### src/rtl/complex_arith_unit_defines.svh
// Assertion macros shared by the complex arithmetic unit RTL.
`ifndef COMPLEX_ARITH_UNIT_DEFINES_SVH
`define COMPLEX_ARITH_UNIT_DEFINES_SVH
`ifndef SYNTHESIS
`define CAU_ASSERT(lbl, clk, rst_n, prop, msg) \
  lbl: assert property (@(posedge clk) disable iff (!rst_n) prop) else $error(msg);
`define CAU_ASSERT_ALWAYS(lbl, clk, prop, msg) \
  lbl: assert property (@(posedge clk) prop) else $error(msg);
`else
`define CAU_ASSERT(lbl, clk, rst_n, prop, msg)
`define CAU_ASSERT_ALWAYS(lbl, clk, prop, msg)
`endif
`endif

### src/rtl/cau_pkg.sv
// Shared types and constants of the complex arithmetic unit.
package cau_pkg;

  localparam int DATA_WIDTH_DEF = 16;
  localparam int FRAC_BITS_DEF  = 8;

  localparam logic [1:0] MODE_ADD = 2'd0;
  localparam logic [1:0] MODE_SUB = 2'd1;
  localparam logic [1:0] MODE_MUL = 2'd2;
  localparam logic [1:0] MODE_DIV = 2'd3;

  localparam int MODE_W  = 2;
  localparam int FLAGS_W = 5;

  typedef struct packed {
    logic is_div;
    logic dz;
    logic neg_re;
    logic neg_im;
    logic ovf_re;
    logic ovf_im;
    logic eq;
    logic lt;
    logic gt;
  } cau_flags_t;

endpackage

### src/rtl/cau_out.sv
// Saturation and output register of the complex arithmetic unit.
`include "complex_arith_unit_defines.svh"
module cau_out #(
  parameter int DATA_WIDTH = cau_pkg::DATA_WIDTH_DEF
) (
  input  logic                    clk,
  input  logic                    rst_n,
  input  logic                    en,
  input  logic                    i_valid,
  input  cau_pkg::cau_flags_t     i_flags,
  input  logic [2*DATA_WIDTH-1:0] i_num_re,
  input  logic [2*DATA_WIDTH-1:0] i_num_im,
  input  logic [DATA_WIDTH:0]     i_q_re,
  input  logic [DATA_WIDTH:0]     i_q_im,
  output logic                    o_valid,
  output logic [DATA_WIDTH-1:0]   o_res_re,
  output logic [DATA_WIDTH-1:0]   o_res_im,
  output logic [cau_pkg::FLAGS_W-1:0] o_flags
);
  import cau_pkg::*;

  localparam int W  = DATA_WIDTH;
  localparam int MW = 2 * W;
  localparam logic [MW-1:0] HALF = MW'(1) << (W - 1);

  logic [MW-1:0] mag_re, mag_im;
  logic [W:0]    sat_re, sat_im;
  logic          clip;

  function automatic logic [W:0] saturate(input logic [MW-1:0] mag, input logic neg,
                                          input logic ovf);
    logic [MW-1:0] lim;
    logic [MW-1:0] m;
    logic          c;
    lim = neg ? HALF : HALF - MW'(1);
    c   = ovf || (mag > lim);
    m   = c ? lim : mag;
    return {c, neg ? -m[W-1:0] : m[W-1:0]};
  endfunction

  always_comb begin
    mag_re = i_flags.is_div ? MW'(i_q_re) : i_num_re;
    mag_im = i_flags.is_div ? MW'(i_q_im) : i_num_im;
    sat_re = saturate(mag_re, i_flags.neg_re, i_flags.ovf_re);
    sat_im = saturate(mag_im, i_flags.neg_im, i_flags.ovf_im);
    if (i_flags.dz) begin
      sat_re = '0;
      sat_im = '0;
    end
    clip = sat_re[W] || sat_im[W];
  end

  always_ff @(posedge clk) begin
    if (!rst_n) begin
      o_valid <= 1'b0;
    end else if (en) begin
      o_valid <= i_valid;
    end
  end

  always_ff @(posedge clk) begin
    if (en) begin
      o_res_re <= sat_re[W-1:0];
      o_res_im <= sat_im[W-1:0];
      o_flags  <= {i_flags.gt, i_flags.lt, i_flags.eq, i_flags.dz, clip};
    end
  end

  `CAU_ASSERT(a_dz_zero, clk, rst_n, (o_valid && o_flags[1]) |-> (o_res_re == '0 && o_res_im == '0 && !o_flags[0]), "divide by zero result not cleared")
  `CAU_ASSERT(a_cmp_onehot, clk, rst_n, o_valid |-> $onehot(o_flags[4:2]), "compare flags not one-hot")
  `CAU_ASSERT(a_dz_only_div, clk, rst_n, (en && i_valid && i_flags.dz) |-> i_flags.is_div, "zero divisor flag outside divide")

endmodule

### config.mk
export PLATFORM = sky130hd
export DESIGN_NAME = cau_out
export DESIGN_NICKNAME = d
export VERILOG_FILES = /design/src/rtl/cau_pkg.sv /design/src/rtl/cau_out.sv
export VERILOG_INCLUDE_DIRS = /design/src /design/src/rtl
export SDC_FILE = /design/constraint.sdc
export NUM_CORES = 1
export LEC_CHECK = 0
export ABC_AREA = 1
export BUFFER_PORTS_ARGS = -buffer_cell sky130_fd_sc_hd__buf_2
export CORE_MARGIN = 2
export CORE_UTILIZATION = 51
export CTS_CLUSTER_SIZE = 28
export DETAILED_ROUTE_END_ITERATION = 7
export MAX_ROUTING_LAYER = met4
export PLACE_DENSITY_LB_ADDON = 0.1
export SLEW_MARGIN = 20
export SYNTH_ARGS = -nofsm -noshare
export SYNTH_HDL_FRONTEND = slang
export SYNTH_SLANG_ARGS = --single-unit
### constraint.sdc
create_clock -name clk -period 4.6 [get_ports clk]
set_input_delay 0.69 -clock clk [delete_from_list [all_inputs] [get_ports clk]]
set_output_delay 0.69 -clock clk [all_outputs]
set_load 0.005 [all_outputs]
# Yosys cells after proc, flatten, opt, wreduce, memory -nomap -nowiden
# Index checks and enable logic that the tools add are counted.
# word_totals
ff_bits,38
input_bits,111
out_inout_bits,38
wordCells,21
# op_classes
n_addsub,2
order_cmp,2
n_mux,10
n_reduce_logical,3
# op_table
op,n
16-bit two-way mux,6
32-bit by 16-bit > comparator with 1-bit output,2
32-bit two-way mux,2
17-bit two-way mux,2
16-bit negation,2
1-bit logical OR,3

# Depth between registers and ports, before layout
# logic_depth
depth_word,8
depth_mapped,32
mapped_depth_nobuf,27

# Worst setup path after synthesis
# OpenSTA, ideal clock, no wires.
# synth_timing
path_type,input-to-reg
start,in i_flags[8] in the netlist's numbering
end,reg o_res_re[8] (data pin)
setup_time_ps,255
arrival_ps,3712
required_ps,4345
path_slack_ps,633
stages,29
n_path_buf,6
path_cell_list,buf_4 -> inv_2 -> buf_6 -> clkbuf_1 -> buf_2 -> nand2_1 -> nand2_1 -> ha_1 -> nand2_1 -> inv_1 -> o21ai_0 -> a21oi_1 -> nor2_1 -> nand2_1 -> nand2_1 -> nand2_2 -> nand2_4 -> buf_6 -> buf_2 -> nand2_1 -> inv_1 -> ha_1 -> nand2_1 -> nor2_1 -> nand2_1 -> nand2_2 -> o21ai_0 -> o21ai_0 -> nor2_1
# synth_between
elab_chain_len,6
# synth_rtl
item,line,rtl
"start, declared",cau_out.sv:10,"input cau_pkg::cau_flags_t i_flags,"
32-bit two-way mux (*),cau_out.sv:42,mag_re = i_flags.is_div ? MW'(i_q_re) : i_num_re;
32-bit by 16-bit > comparator with 1-bit output,cau_out.sv:36,c = ovf || (mag > lim);
1-bit logical OR,cau_out.sv:36,
16-bit two-way mux (*),cau_out.sv:37,m = c ? lim : mag;
16-bit negation,cau_out.sv:38,"return {c, neg ? -m[W-1:0] : m[W-1:0]};"
16-bit two-way mux (*),cau_out.sv:38,
"end signal, assigned",cau_out.sv:63,o_res_re <= sat_re[W-1:0];
"end, declared",cau_out.sv:16,"output logic [DATA_WIDTH-1:0] o_res_re,"
# Mark *: on every way between the ends. The rest lies on a longest branch, timed or not.
# A chain may end at the register's enable or synchronous reset.

# Worst setup path after layout
# Ends and elaborated chain as after synthesis.

==> impl_metrics.json <==
{
  "drv_cap": 0,
  "arrival_ps": 3990,
  "hpwl_mm": 7.96,
  "fin_skew_ps": 0,
  "synth_ff_type": "edfxtp_1",
  "cts_sinks": 38,
  "place.gp.congestion": 0.862,
  "synthTopCellsByCount": "nand2_1, nor2_1, inv_1",
  "highest_layer": "met4",
  "syn-num-nets": 716,
  "numCtsBuffers": 5,
  "finalSetupViolations": 0,
  "synth-compound-area-share_pct": 11.2,
  "slew_violations": 0,
  "clock_latency_ps": 280,
  "hold_slack_ps": 563,
  "floorplan.initialDensity_pct": 53.2,
  "wl_met3_um": 560,
  "fmax_ghz": 0.253,
  "cts_setup_buffers": 0,
  "pre_cts_slack_ps": 387,
  "fp-row-count": 31,
  "ys_ff_latch": 38,
  "ys_top_cells_by_area": "edfxtp_1, nand2_1, ha_1",
  "synthesis.area_um2": 3900,
  "status": "finished, final reports clean",
  "synthCells": 571,
  "min_period_ps": 3950,
  "viasPerCell": 5.11,
  "seq_area_frac_synth_pct": 29.0,
  "fp.dieArea_um2": 8360,
  "grt_use_total_pct": 24.5,
  "cts_tree": "built",
  "synth.most_common_cell": "nand2_1",
  "setup_ws_ps": 653,
  "num_antenna_cells": 0,
  "synthSimpleGateAreaFrac_pct": 36.1,
  "port_buffers": 148,
  "yosysTopAreaCell": "edfxtp_1",
  "avgSynthCellArea_um2": 6.83,
  "clock_path_buffers": 2,
  "vdd_drop_max_uv": 185,
  "cts.clk_slew.worst_paths_ps": 70,
  "vias": 4160,
  "cp.required_ps": 4640,
  "wl_mm": 9.67,
  "hold_viol": 0,
  "synth-edff-count": 37,
  "synth_mux_area_share_pct": 3.34,
  "drive_gt1_share_pct": 26.4,
  "postRouteAntennaNets": 0,
  "wl_met1_mm": 4.74,
  "core_area_um2": 7330,
  "crit_path_end_kind": "flip-flop",
  "die_x_um": 91.4,
  "ys_warn_count": 0,
  "setup-tns-final_ps": 0,
  "syn_to_final_growth_pct": 24.6,
  "synth_async_sr_flop_share_pct": 0,
  "synthAdderAreaFrac_pct": 10.9,
  "rsz0062_at_grt": "false",
  "min_path_type": "flip-flop to flip-flop",
  "wl_met2_mm": 4.27,
  "cellLeakagePower_nw": 2.69,
  "die_h_um": 91.4,
  "relSlewSlack_pct": 47.8,
  "grt-ovfl-total": 0,
  "synth_cell_types": 39,
  "cp-start-kind": "primary input",
  "root_buffer": "clkbuf_8",
  "first_pass_iters": 4,
  "route.detailed.drc": 0,
  "final_util_pct": 66.3,
  "drt_iter0_drc": 356,
  "fill_cells": 676,
  "grt_first_pass_wirelength_mm": 16.7,
  "crit_type": "primary input to flip-flop",
  "grt_start_max_net_pins": 40,
  "postCtsHoldBufs": 0,
  "detail_route.wl_per_cell_um": 11.9,
  "antenna_found_initial": 0,
  "worstMarginPinSlew_ps": 783,
  "synth_top_area_share_pct": 28.5,
  "first_global_vias": 3674,
  "htreeDepth": 2,
  "ctsResizeCount": 0,
  "nets": 859,
  "num_io_pins": 149,
  "cp_max_fo": 24,
  "synth_top_family_by_area": "simple AND/OR/NAND/NOR gates",
  "power.density_nw_per_um2": 227,
  "synth_xor_area_share_pct": 0,
  "period_share_pct": 85.8
}
[through the flow]
| step | cells | area (µm²) | total power, mW |
|---|---|---|---|
| finish | 814 | 4860 | 1.10 |
| global route | 814 | 4860 | 1.18 |
| CTS | 814 | 4860 | 1.11 |
| detailed placement | 806 | 4720 | 0.769 |
| global placement | 806 | 4720 | 0.760 |
| floorplan | 571 | 3900 | 0.639 |
[cells by family (layout without fill, tap and decap cells)]
group,after synthesis,count (layout)
simple gates,318,318
buf+inv,88,232
compound gates,80,80
flops,38,38
fa+ha+maj,34,34
mux,13,13
[layer usage]
metal	up-vias	global-route usage, %
li1	2199	-
met1	1814	35.5
met2	140	36.7
met3	7	2.32
met4	0	6.06
met5	-	-
[registers in the layout, indices dropped and copies added, names as in the netlist]
name / flops
o_res_im: 16
o_res_re: 16
o_flags: 5
o_valid: 1
[final timing paths]
path	startpoint	endpoint	slack, ps	cells after the start
setup / recovery	i_flags[8]	o_res_re[8]$_SDFFCE_PP0P_	650	22
hold / removal	o_valid$_SDFFE_PN0P_	o_valid$_SDFFE_PN0P_	560	2
hold reg to reg	o_valid$_SDFFE_PN0P_	o_valid$_SDFFE_PN0P_	560	2
setup reg to reg	o_valid$_SDFFE_PN0P_	o_valid$_SDFFE_PN0P_	3920	2
[worst max-delay path, cell delays in order]
cell and delay (ps):
buf_2 300, buf_4 270, buf_4 180, mux2i_1 200, inv_1 80, ha_1 300
nand4_1 120, nor2_1 160, nand4_1 100, nand2_1 110, nand2_2 80, nand2_4 240
nand2_1 130, inv_1 100, ha_1 170, nand2_1 70, nor2_1 110, nand2_1 70
nand2_2 130, o21ai_0 120, o21ai_0 170, nor2_1 70
[cells in the final DEF, fill, tap and decap left out]
cell	netlist	routed
clkbuf_8	0	6
edfxtp_1	37	37
nand4_1	12	12
a21o_1	1	1
nor2_1	64	64
a21oi_1	27	27
buf_4	2	9
nor3b_4	1	1
nand3b_1	2	2
o21ai_1	5	5
inv_1	63	63
a31oi_1	4	4
clkinv_1	2	2
nor2_4	1	1
a21boi_1	1	1
bufinv_16	0	2
ha_1	34	34
or2_1	1	1
mux2i_1	13	13
nand2_1	150	150
nand2_4	1	1
inv_2	2	2
and3_1	1	1
o21bai_1	2	2
buf_2	5	148
or2_2	6	6
o21a_1	2	2
nand3_1	61	61
nand2_2	9	9
o211ai_1	3	3
a21boi_0	1	1
nor2b_1	1	1
nand3_2	3	3
nor2_2	1	1
a311oi_1	2	2
o21ai_0	32	32
dfxtp_1	1	1
nor3_1	4	4
[power by group]
group	switching, mW	internal (mW)	total [mW]	leakage, nW
combinational	0.198	0.142	0.340	2.25
sequential	0.00644	0.415	0.422	0.367
clock	0.110	0.231	0.341	0.0714
total	0.314	0.789	1.10	2.69
[layout make-up]
type	instances	area [µm²]	area share, %
clock inverter	2	60.1	1.24
inverter	67	251	5.18
multi-input combinational	445	2400	49.4
clock buffer	6	82.6	1.70
sequential	38	1130	23.3
timing repair buffer	157	808	16.6
tap	99	124	2.55
Power figures use the tool's default switching activity.
