File: config.mk
export PLATFORM = sky130hd
export DESIGN_NAME = cau_div_cell
export DESIGN_NICKNAME = d
export VERILOG_FILES = /design/src/rtl/complex_arith_unit_defines.svh /design/src/rtl/cau_pkg.sv /design/src/rtl/cau_div_cell.sv
export SDC_FILE = /design/constraint.sdc
export NUM_CORES = 1
export LEC_CHECK = 0
export BUFFER_PORTS_ARGS = -buffer_cell sky130_fd_sc_hd__buf_2
export CORE_AREA = 8 8 156 158
export CTS_CLUSTER_DIAMETER = 40
export CTS_CLUSTER_SIZE = 8
export DETAILED_ROUTE_END_ITERATION = 8
export DIE_AREA = 0 0 164 166
export HOLD_SLACK_MARGIN = 0.12
export PLACE_DENSITY = 0.86
export SLEW_MARGIN = 20
export SYNTH_ARGS = -nofsm -noshare
export SYNTH_HDL_FRONTEND = slang
export SYNTH_SLANG_ARGS = --single-unit
File: constraint.sdc
create_clock -name clk -period 7.1 [get_ports clk]
set_clock_uncertainty 0.05 [all_clocks]
set_input_delay 0.71 -clock clk [delete_from_list [all_inputs] [get_ports clk]]
set_output_delay 0.71 -clock clk [all_outputs]
set_load 0.1 [all_outputs]
File: src/rtl/complex_arith_unit_defines.svh
// Assertion macros shared by the complex arithmetic unit RTL.
`ifndef COMPLEX_ARITH_UNIT_DEFINES_SVH
`define COMPLEX_ARITH_UNIT_DEFINES_SVH
`ifndef SYNTHESIS
`define CAU_ASSERT(lbl, clk, rst_n, prop, msg) \
  lbl: assert property (@(posedge clk) disable iff (!rst_n) prop) else $error(msg);
`define CAU_ASSERT_ALWAYS(lbl, clk, prop, msg) \
  lbl: assert property (@(posedge clk) prop) else $error(msg);
`else
`define CAU_ASSERT(lbl, clk, rst_n, prop, msg)
`define CAU_ASSERT_ALWAYS(lbl, clk, prop, msg)
`endif
`endif

File: src/rtl/cau_pkg.sv
// Shared types and constants of the complex arithmetic unit.
package cau_pkg;

  localparam int DATA_WIDTH_DEF = 16;
  localparam int FRAC_BITS_DEF  = 8;

  localparam logic [1:0] MODE_ADD = 2'd0;
  localparam logic [1:0] MODE_SUB = 2'd1;
  localparam logic [1:0] MODE_MUL = 2'd2;
  localparam logic [1:0] MODE_DIV = 2'd3;

  localparam int MODE_W  = 2;
  localparam int FLAGS_W = 5;

  typedef struct packed {
    logic is_div;
    logic dz;
    logic neg_re;
    logic neg_im;
    logic ovf_re;
    logic ovf_im;
    logic eq;
    logic lt;
    logic gt;
  } cau_flags_t;

endpackage

File: src/rtl/cau_div_cell.sv
// One quotient-bit cell of the divider chain, both result parts.
module cau_div_cell #(
  parameter int DATA_WIDTH = cau_pkg::DATA_WIDTH_DEF,
  parameter int FRAC_BITS  = cau_pkg::FRAC_BITS_DEF,
  parameter int BIT_POS    = 0
) (
  input  logic                    clk,
  input  logic                    rst_n,
  input  logic                    en,
  input  logic                    i_valid,
  input  cau_pkg::cau_flags_t     i_flags,
  input  logic [2*DATA_WIDTH-1:0] i_num_re,
  input  logic [2*DATA_WIDTH-1:0] i_num_im,
  input  logic [2*DATA_WIDTH-1:0] i_den,
  input  logic [2*DATA_WIDTH:0]   i_rem_re,
  input  logic [2*DATA_WIDTH:0]   i_rem_im,
  input  logic [DATA_WIDTH:0]     i_q_re,
  input  logic [DATA_WIDTH:0]     i_q_im,
  output logic                    o_valid,
  output cau_pkg::cau_flags_t     o_flags,
  output logic [2*DATA_WIDTH-1:0] o_num_re,
  output logic [2*DATA_WIDTH-1:0] o_num_im,
  output logic [2*DATA_WIDTH-1:0] o_den,
  output logic [2*DATA_WIDTH:0]   o_rem_re,
  output logic [2*DATA_WIDTH:0]   o_rem_im,
  output logic [DATA_WIDTH:0]     o_q_re,
  output logic [DATA_WIDTH:0]     o_q_im
);
  import cau_pkg::*;

  localparam int RW = 2 * DATA_WIDTH + 1;
  localparam int QB = DATA_WIDTH + 1;

  logic          nbit_re, nbit_im;
  logic [RW-1:0] sh_re, sh_im, den_x;
  logic          ge_re, ge_im;

  generate
    if (BIT_POS >= FRAC_BITS) begin : g_num_bit
      assign nbit_re = i_num_re[BIT_POS-FRAC_BITS];
      assign nbit_im = i_num_im[BIT_POS-FRAC_BITS];
    end else begin : g_zero_bit
      assign nbit_re = 1'b0;
      assign nbit_im = 1'b0;
    end
  endgenerate

  always_comb begin
    den_x = RW'(i_den);
    sh_re = {i_rem_re[RW-2:0], nbit_re};
    sh_im = {i_rem_im[RW-2:0], nbit_im};
    ge_re = (sh_re >= den_x);
    ge_im = (sh_im >= den_x);
  end

  always_ff @(posedge clk) begin
    if (!rst_n) begin
      o_valid <= 1'b0;
    end else if (en) begin
      o_valid <= i_valid;
    end
  end

  always_ff @(posedge clk) begin
    if (en) begin
      o_flags  <= i_flags;
      o_num_re <= i_num_re;
      o_num_im <= i_num_im;
      o_den    <= i_den;
      o_rem_re <= ge_re ? sh_re - den_x : sh_re;
      o_rem_im <= ge_im ? sh_im - den_x : sh_im;
      o_q_re   <= {i_q_re[QB-2:0], ge_re};
      o_q_im   <= {i_q_im[QB-2:0], ge_im};
    end
  end

endmodule

Word-level counts from Yosys, hierarchy flattened
Cells that the tools add are included.
W data, S select, Z words.
- add/sub/neg operators: 2
- order comparisons: 2
- mux-type cells: 2
- operators by type and width (kind ; count):
    $ge A33 B32 Y1 ; 2
    $mux W33 ; 2
    $sub A33 B32 Y33 ; 2
- register bits: 206
- input bits: 209
- output and inout port bits: 206

Longest topological paths before layout
Gate-level depths: netlist of run 1.
- depth after elaboration: 2
- mapped depth: 14

Worst setup path before layout of run 1
No wires, ideal clock.
- path kind: input -> register
- start: input i_den[15]
- end: register o_rem_re[32] (data pin)
- arrival: 2.854 ns
- slack: 3.936 ns
- stages: 12
- cell sequence: inv_1 ha_1 a21o_1 a31o_1 or3_1 o21ai_2 o21ba_4 o21a_1 buf_6 buf_6 nor2_2 mux2_4
- longest elaborated chain between the ends: 2
- ends and longest elaborated chain (what ; line ; RTL):
    start: declaration ; cau_div_cell.sv:14 ; input logic [2*DATA_WIDTH-1:0] i_den,
    $sub A33 B32 Y33 / $ge A33 B32 Y1 (equally long branches) ; cau_div_cell.sv:70, cau_div_cell.sv:52 ;
    $mux W33 * ; cau_div_cell.sv:70 ; o_rem_re <= ge_re ? sh_re - den_x : sh_re;
    end signal: assignment ; cau_div_cell.sv:70 ;
    end: declaration ; cau_div_cell.sv:24 ; output logic [2*DATA_WIDTH:0] o_rem_re,
Every way passes the cells marked *; elsewhere a longest branch is shown, timed or not.
A chain may end at the register's enable or synchronous reset.

Final worst setup path of run 1
- start: input i_den[1]
- end: register o_rem_im[31] (data pin)
- longest elaborated chain between the ends: 2
- ends and longest elaborated chain (what ; line ; RTL):
    $sub A33 B32 Y33 / $ge A33 B32 Y1 (equally long branches) ; cau_div_cell.sv:71, cau_div_cell.sv:53 ;
    $mux W33 * ; cau_div_cell.sv:71 ; o_rem_im <= ge_im ? sh_im - den_x : sh_im;
    end signal: assignment ; cau_div_cell.sv:71 ;
    end: declaration ; cau_div_cell.sv:25 ; output logic [2*DATA_WIDTH:0] o_rem_im,
Marked as above.

==> results of run 1 <==
-- how the worst max path moves through the flow --
stage,start,endpoint,cells after the start
after floorplan,i_den[15],o_rem_re[32]$_DFFE_PP_,12
after global placement,i_den[15],o_rem_re[30]$_DFFE_PP_,12
after detailed placement,i_den[15],o_rem_re[30]$_DFFE_PP_,12
after CTS,i_den[15],o_rem_re[26]$_DFFE_PP_,12
after global routing,i_den[1],o_rem_im[31]$_DFFE_PP_,12
final,i_den[1],o_rem_im[31]$_DFFE_PP_,12
-- worst max-delay path, cell delays in order --
cell       delay [ns]
buf_2            0.17
inv_1            0.12
ha_1             0.33
nand2b_1         0.11
a21oi_1          0.11
o31ai_1          0.47
a21oi_2          0.20
o21ai_1          0.44
o31a_1           0.68
inv_2            0.45
o2111ai_1        0.23
nand3_1          0.14
-- cell type report --
cell class | count | area (um2) | share of cell area [%]
antenna | 5 | 12.51 | 0.08852
clock buffer | 48 | 977.2 | 6.913
clock inverter | 13 | 131.4 | 0.9295
inverter | 60 | 225.2 | 1.593
multi-input combinational | 633 | 4173 | 29.52
sequential | 206 | 6176 | 43.69
tap | 285 | 356.6 | 2.523
timing repair buffer | 413 | 2083 | 14.74
-- placed cells by master (no fill, tap or decap), types with 24 or more instances in the layout --
cell and n:
inv_1 59, ha_1 64, nand3_1 33, buf_2 409, edfxtp_1 205, clkbuf_16 37
a21oi_1 74, nor2_1 57, nand2_1 80, xor2_1 24, a21o_1 28, o21ai_0 64
-- logic make-up (layout without fill, tap and decap cells) --
group                    after synthesis  count (layout)  share of synthesized area, %
buffers and inverters                 90             534                         3.455
XOR/XNOR                              42              42                         3.432
other                                  0               5                             0
AND/OR/NAND/NOR                      253             253                         11.21
AO/OA/AOI/OAI                        268             268                         15.99
flip-flops                           206             206                         57.62
multiplexers                           4               4                        0.4436
adder cells (fa/ha/maj)               66              66                         7.845
-- power by group --
| group | total [uW] | leakage [uW] | switching [uW] | internal (uW) |
|---|---|---|---|---|
| Sequential | 1530 | 0.00201 | 32.1 | 1500 |
| Combinational | 1590 | 0.00371 | 1290 | 293 |
| Clock | 1600 | 0.000543 | 562 | 1030 |
| Total | 4710 | 0.00626 | 1890 | 2820 |
-- metal layers --
metal  global-route usage (%)  routed length, um
met1                    28.52              13400
met2                    43.75              18070
met5                        0                 46
met3                    8.156               3722
met4                    15.07               2229
-- flip-flops by register name, indices dropped and copies added (netlist names) --
register  cells
o_den        32
o_q_im       17
o_rem_re     33
o_flags       9
o_num_im     32
o_valid       1
o_num_re     32
o_rem_im     33
o_q_re       17
-- metrics by stage --
stage | total power [uW] | util, % | hold slack, ns | instances
3_3_place_gp | 3108 | 58.91 | 0.4452 | 1597
4_1_cts | 4734 | 63.93 | 0.3133 | 1658
6_report | 4711 | 63.99 | 0.3313 | 1663
2_1_floorplan | 2803 | - | 0.7589 | 929
3_5_place_dp | 3129 | 58.91 | 0.5057 | 1597
5_1_grt | 4867 | 63.96 | 0.3164 | 1661
==> flow_summary.toml, run 1 <==
[global_routing]
grt.total_usage_pct = 26.07
grt_pass1_wl_mm = 54.01
grt_max_degree = 122
grt.overflow.total = 0
antenna_found_initial = 7
grt_pass1_vias = 9243

[min_path]
hold_path_class = "primary input to flop"
min_from = "i_q_re[13]"
hold_end = "o_q_re[14]$_DFFE_PP_"
whs_path_depth = 1

[placed_design]
port_buffers = 410
gp_congestion = 0.9120
dpl.hpwl_mm = 29.56
pre_cts_ws_ns = 2.566
postPlaceCellArea_um2 = 13010

[layout]
nNetsFinal = 1626
synthToLayoutAreaGrowth_pct = 31.88
final_cell_area_um2 = 14130
layout-drive-gt1-share_pct = 35.25
fill_cells = 1673

[routing]
post_drt_wl_per_cell_um = 22.53
num_vias = 9406
via_per_inst = 5.656
ant_nets = 0
drt_pre_antenna_iters = 7
drc = 0
drtIter0Drc = 742
drt-total-wl_mm = 37.46

[job]
max_cap_viol_count = 0

[worst_setup_path]
crit_arrival_ns = 4.21
required_ns = 7.28
cp-end-kind = "flop"
start_kind = "primary input"
worstPathMaxFanout = 30
r2r_cells = 2
r2r_end = "o_valid$_SDFFE_PN0P_"
critical_path_class = "primary input to flop"
reg2reg_from = "o_valid$_SDFFE_PN0P_"
reg2reg_slack_ns = 6.41

[clocking]
clock_latency_ns = 0.48
numCtsBuffers = 37
post_cts_buffers = 0
htreeDepth = 2
postCtsResizedCells = 0
cts_hold_buf = 0
cts_buffer_depth = 3
clock-sinks = 206
cts_tree = "built"
cts_root_buffer = "clkbuf_16"
clk_pin_slew_ns = 0.05

[die]
num_rows = 55
chipWidth_um = 164
core_area_um2 = 22090
fp.dieArea_um2 = 27220
die_h_um = 166
num_io_pins = 415
start_util_pct = 48.52

[sta]
final_max_slew_viol_count = 0
tightest_slew_ns = 1.069
finalSetupViolCount = 0
rsz0062_at_grt = "false"
timing.final.crit_share_pct = 56.78
worst_slack_ns = 3.069
finalSetupTns_ns = 0
hold_viol_final = 0
slew-limit-headroom_pct = 28.70
max_freq_mhz = 248.0
period_needed_ns = 4.031

[synth]
yosysMostFrequentCell = "edfxtp_1"
ys_ff_latch = 206
syn_area_um2 = 10720
syn_inst = 929
synth_edf_count = 205
yosys_most_used_dff = "edfxtp_1"
synthTopCellsByArea = "edfxtp_1 57%, ha_1 7.5%, a21oi_1 3.5%, o21ai_0 3.0%, nand2_1 2.8%"
yosys_warnings = 0
synth_top_area_share_pct = 57.44
synth_fp_nets = 1204
async_flop_share_pct = 0
ys_seq_area_share_pct = 57.62
yosysTopAreaCell = "edfxtp_1"
synthTopCellsByCount = "205 x edfxtp_1, 80 x nand2_1, 74 x a21oi_1, 64 x ha_1, 64 x o21ai_0"
ys_types = 68
avgSynthCellArea_um2 = 11.54

[power]
power.leakage_uw = 0.006264
p_per_area_nw_per_um2 = 333.3
ir_worst_vdd_mv = 0.2049

[outcome]
outcome = "finished clean"
Power figures use the tool's default switching activity.
==> run 2, diff against run 1 <==
- CORE_AREA: 8 8 156 158 -> not set
- CORE_MARGIN: not set -> 8
- CORE_UTILIZATION: not set -> 45
- DIE_AREA: 0 0 164 166 -> not set
- PLACE_DENSITY: 0.86 -> 0.83
- clock period: 7.1 -> 3.5 ns (I/O delays scaled with it)
==> flow_summary.toml, run 2 (same netlist as run 1, synthesis figures left out) <==
[outcome]
outcome = "finished clean"

[power]
p_per_area_nw_per_um2 = 614.7
power.leakage_uw = 0.007097
ir_worst_vdd_mv = 0.3722

[sta]
worst_slack_ns = 0.09867
rsz0062_at_grt = "false"
hold_viol_final = 0
period_needed_ns = 3.401
finalSetupViolCount = 0
tightest_slew_ns = 0.6632
max_freq_mhz = 294.0
timing.final.crit_share_pct = 97.18
final_max_slew_viol_count = 0
finalSetupTns_ns = 0
slew-limit-headroom_pct = 55.79

[die]
num_io_pins = 415
num_rows = 56
core_area_um2 = 23400
die_h_um = 170.3
start_util_pct = 45.80
fp.dieArea_um2 = 29010
chipWidth_um = 170.3

[clocking]
clock_latency_ns = 0.51
numCtsBuffers = 39
cts_root_buffer = "clkbuf_16"
clock-sinks = 206
cts_tree = "built"
post_cts_buffers = 0
htreeDepth = 2
clk_pin_slew_ns = 0.05
cts_buffer_depth = 3

[min_path]
min_from = "i_rem_im[6]"
hold_path_class = "primary input to flop"
whs_path_depth = 3
hold_end = "o_rem_im[7]$_DFFE_PP_"

[routing]
post_drt_wl_per_cell_um = 23.33
drt-total-wl_mm = 43.95
drc = 0
drt_pre_antenna_iters = 8
via_per_inst = 5.541
num_vias = 10440
ant_nets = 0
drtIter0Drc = 837

[placed_design]
pre_cts_ws_ns = 0.1681
port_buffers = 410
dpl.hpwl_mm = 30.35
gp_congestion = 0.9251

[worst_setup_path]
crit_arrival_ns = 3.59
r2r_cells = 3
reg2reg_from = "o_valid$_SDFFE_PN0P_"
critical_path_class = "primary input to flop"
cp-end-kind = "flop"
required_ns = 3.69
worstPathMaxFanout = 6
startpoint = "i_den[4]"
reg2reg_slack_ns = 2.30
r2r_end = "o_valid$_SDFFE_PN0P_"
start_kind = "primary input"

[global_routing]
grt_max_degree = 77
grt.met1_usage_pct = 32.25
grt.total_usage_pct = 28.96
grt_pass1_wl_mm = 63.78
grt_pass1_vias = 10500
use_met2_pct = 48.70
grt.overflow.total = 0
antenna_found_initial = 4
top_usage_layer = "met2"
met3_usage_pct = 8.202

[layout]
mostFrequentLayoutCells = "409 x buf_2, 205 x edfxtp_1, 168 x dlygate4sd3_1, 80 x nand2_1, 74 x a21oi_1"
layout-drive-gt1-share_pct = 32.63
reg_top3 = "o_rem_im x33, o_rem_re x33"
layout_commonest_cell = "buf_2"
synthToLayoutAreaGrowth_pct = 50.32
nNetsFinal = 1816

[job]
max_cap_viol_count = 0
-- run 2: changes by cell type in the layout (fill, tap and decap cells not counted), moves of 2 or more --
cell           previous run  this run
buf_12                    0         3
buf_4                     3        19
clkbuf_16                37        40
clkinv_4                  3         5
clkinv_8                  0         2
diode_2                   5         2
dlygate4sd3_1             0       168
inv_6                     2         0
-- run 2: worst max-delay path by stage --
stage / end / slack [ns]
6_report: o_rem_re[32]$_DFFE_PP_ / 0.1
4_1_cts: o_rem_re[31]$_DFFE_PP_ / 0.13
3_5_place_dp: o_rem_re[32]$_DFFE_PP_ / 0.17
3_3_place_gp: o_rem_re[30]$_DFFE_PP_ / 0.22
5_1_grt: o_rem_re[31]$_DFFE_PP_ / 0.02
2_1_floorplan: o_rem_re[32]$_DFFE_PP_ / 0.70
-- run 2: metal layers --
layer | vias up | wire, um
met4 | 6 | 2818
met2 | 578 | 20920
met1 | 4982 | 16390
met5 | - | 41
met3 | 148 | 3771
li1 | 4726 | -
-- run 2: power by group --
part,internal [uW],total (uW),switching (uW),leakage [uW]
Sequential,3040,3120,78.9,0.00201
Combinational,752,3450,2700,0.00452
Clock,2110,3330,1220,0.000561
Total,5900,9900,4000,0.00710
-- run 2: final cells by class --
type	instances	area, um2
Antenna cell	2	5.005
Clock buffer	48	1010
Clock inverter	15	142.6
Fill cell	1683	7292
Inverter	60	227.7
Multi-Input combinational cell	633	4180
Sequential cell	206	6176
Tap cell	319	399.1
Timing Repair Buffer	601	3970
-- run 2: what timing repair did --
action,CTS,global route
resized for setup,0,5
hold endpoints to repair,167,0
hold buffers,168,0
endpoints found under the setup margin,0,5
-- run 2: critical path: stages --
cell	delay (ns)
dlygate4sd3_1	0.53
buf_2	0.14
inv_1	0.09
ha_1	0.39
a21o_1	0.22
and2_1	0.17
nor4b_1	0.31
o21ai_1	0.19
a21oi_1	0.36
o31ai_1	0.18
a221oi_2	0.34
mux2_4	0.32
-- run 2: through the flow --
step	power (uW)	cell area (um2)	hold WS, ns	cells	util (%)
2_1_floorplan	5686	10720	0.3989	929	-
3_3_place_gp	6351	13240	0.4531	1650	56.55
3_5_place_dp	6378	13240	0.4564	1650	56.55
4_1_cts	9851	16070	0.1206	1881	68.66
5_1_grt	10230	16110	0.1323	1883	68.83
6_report	9903	16110	0.1247	1884	68.84
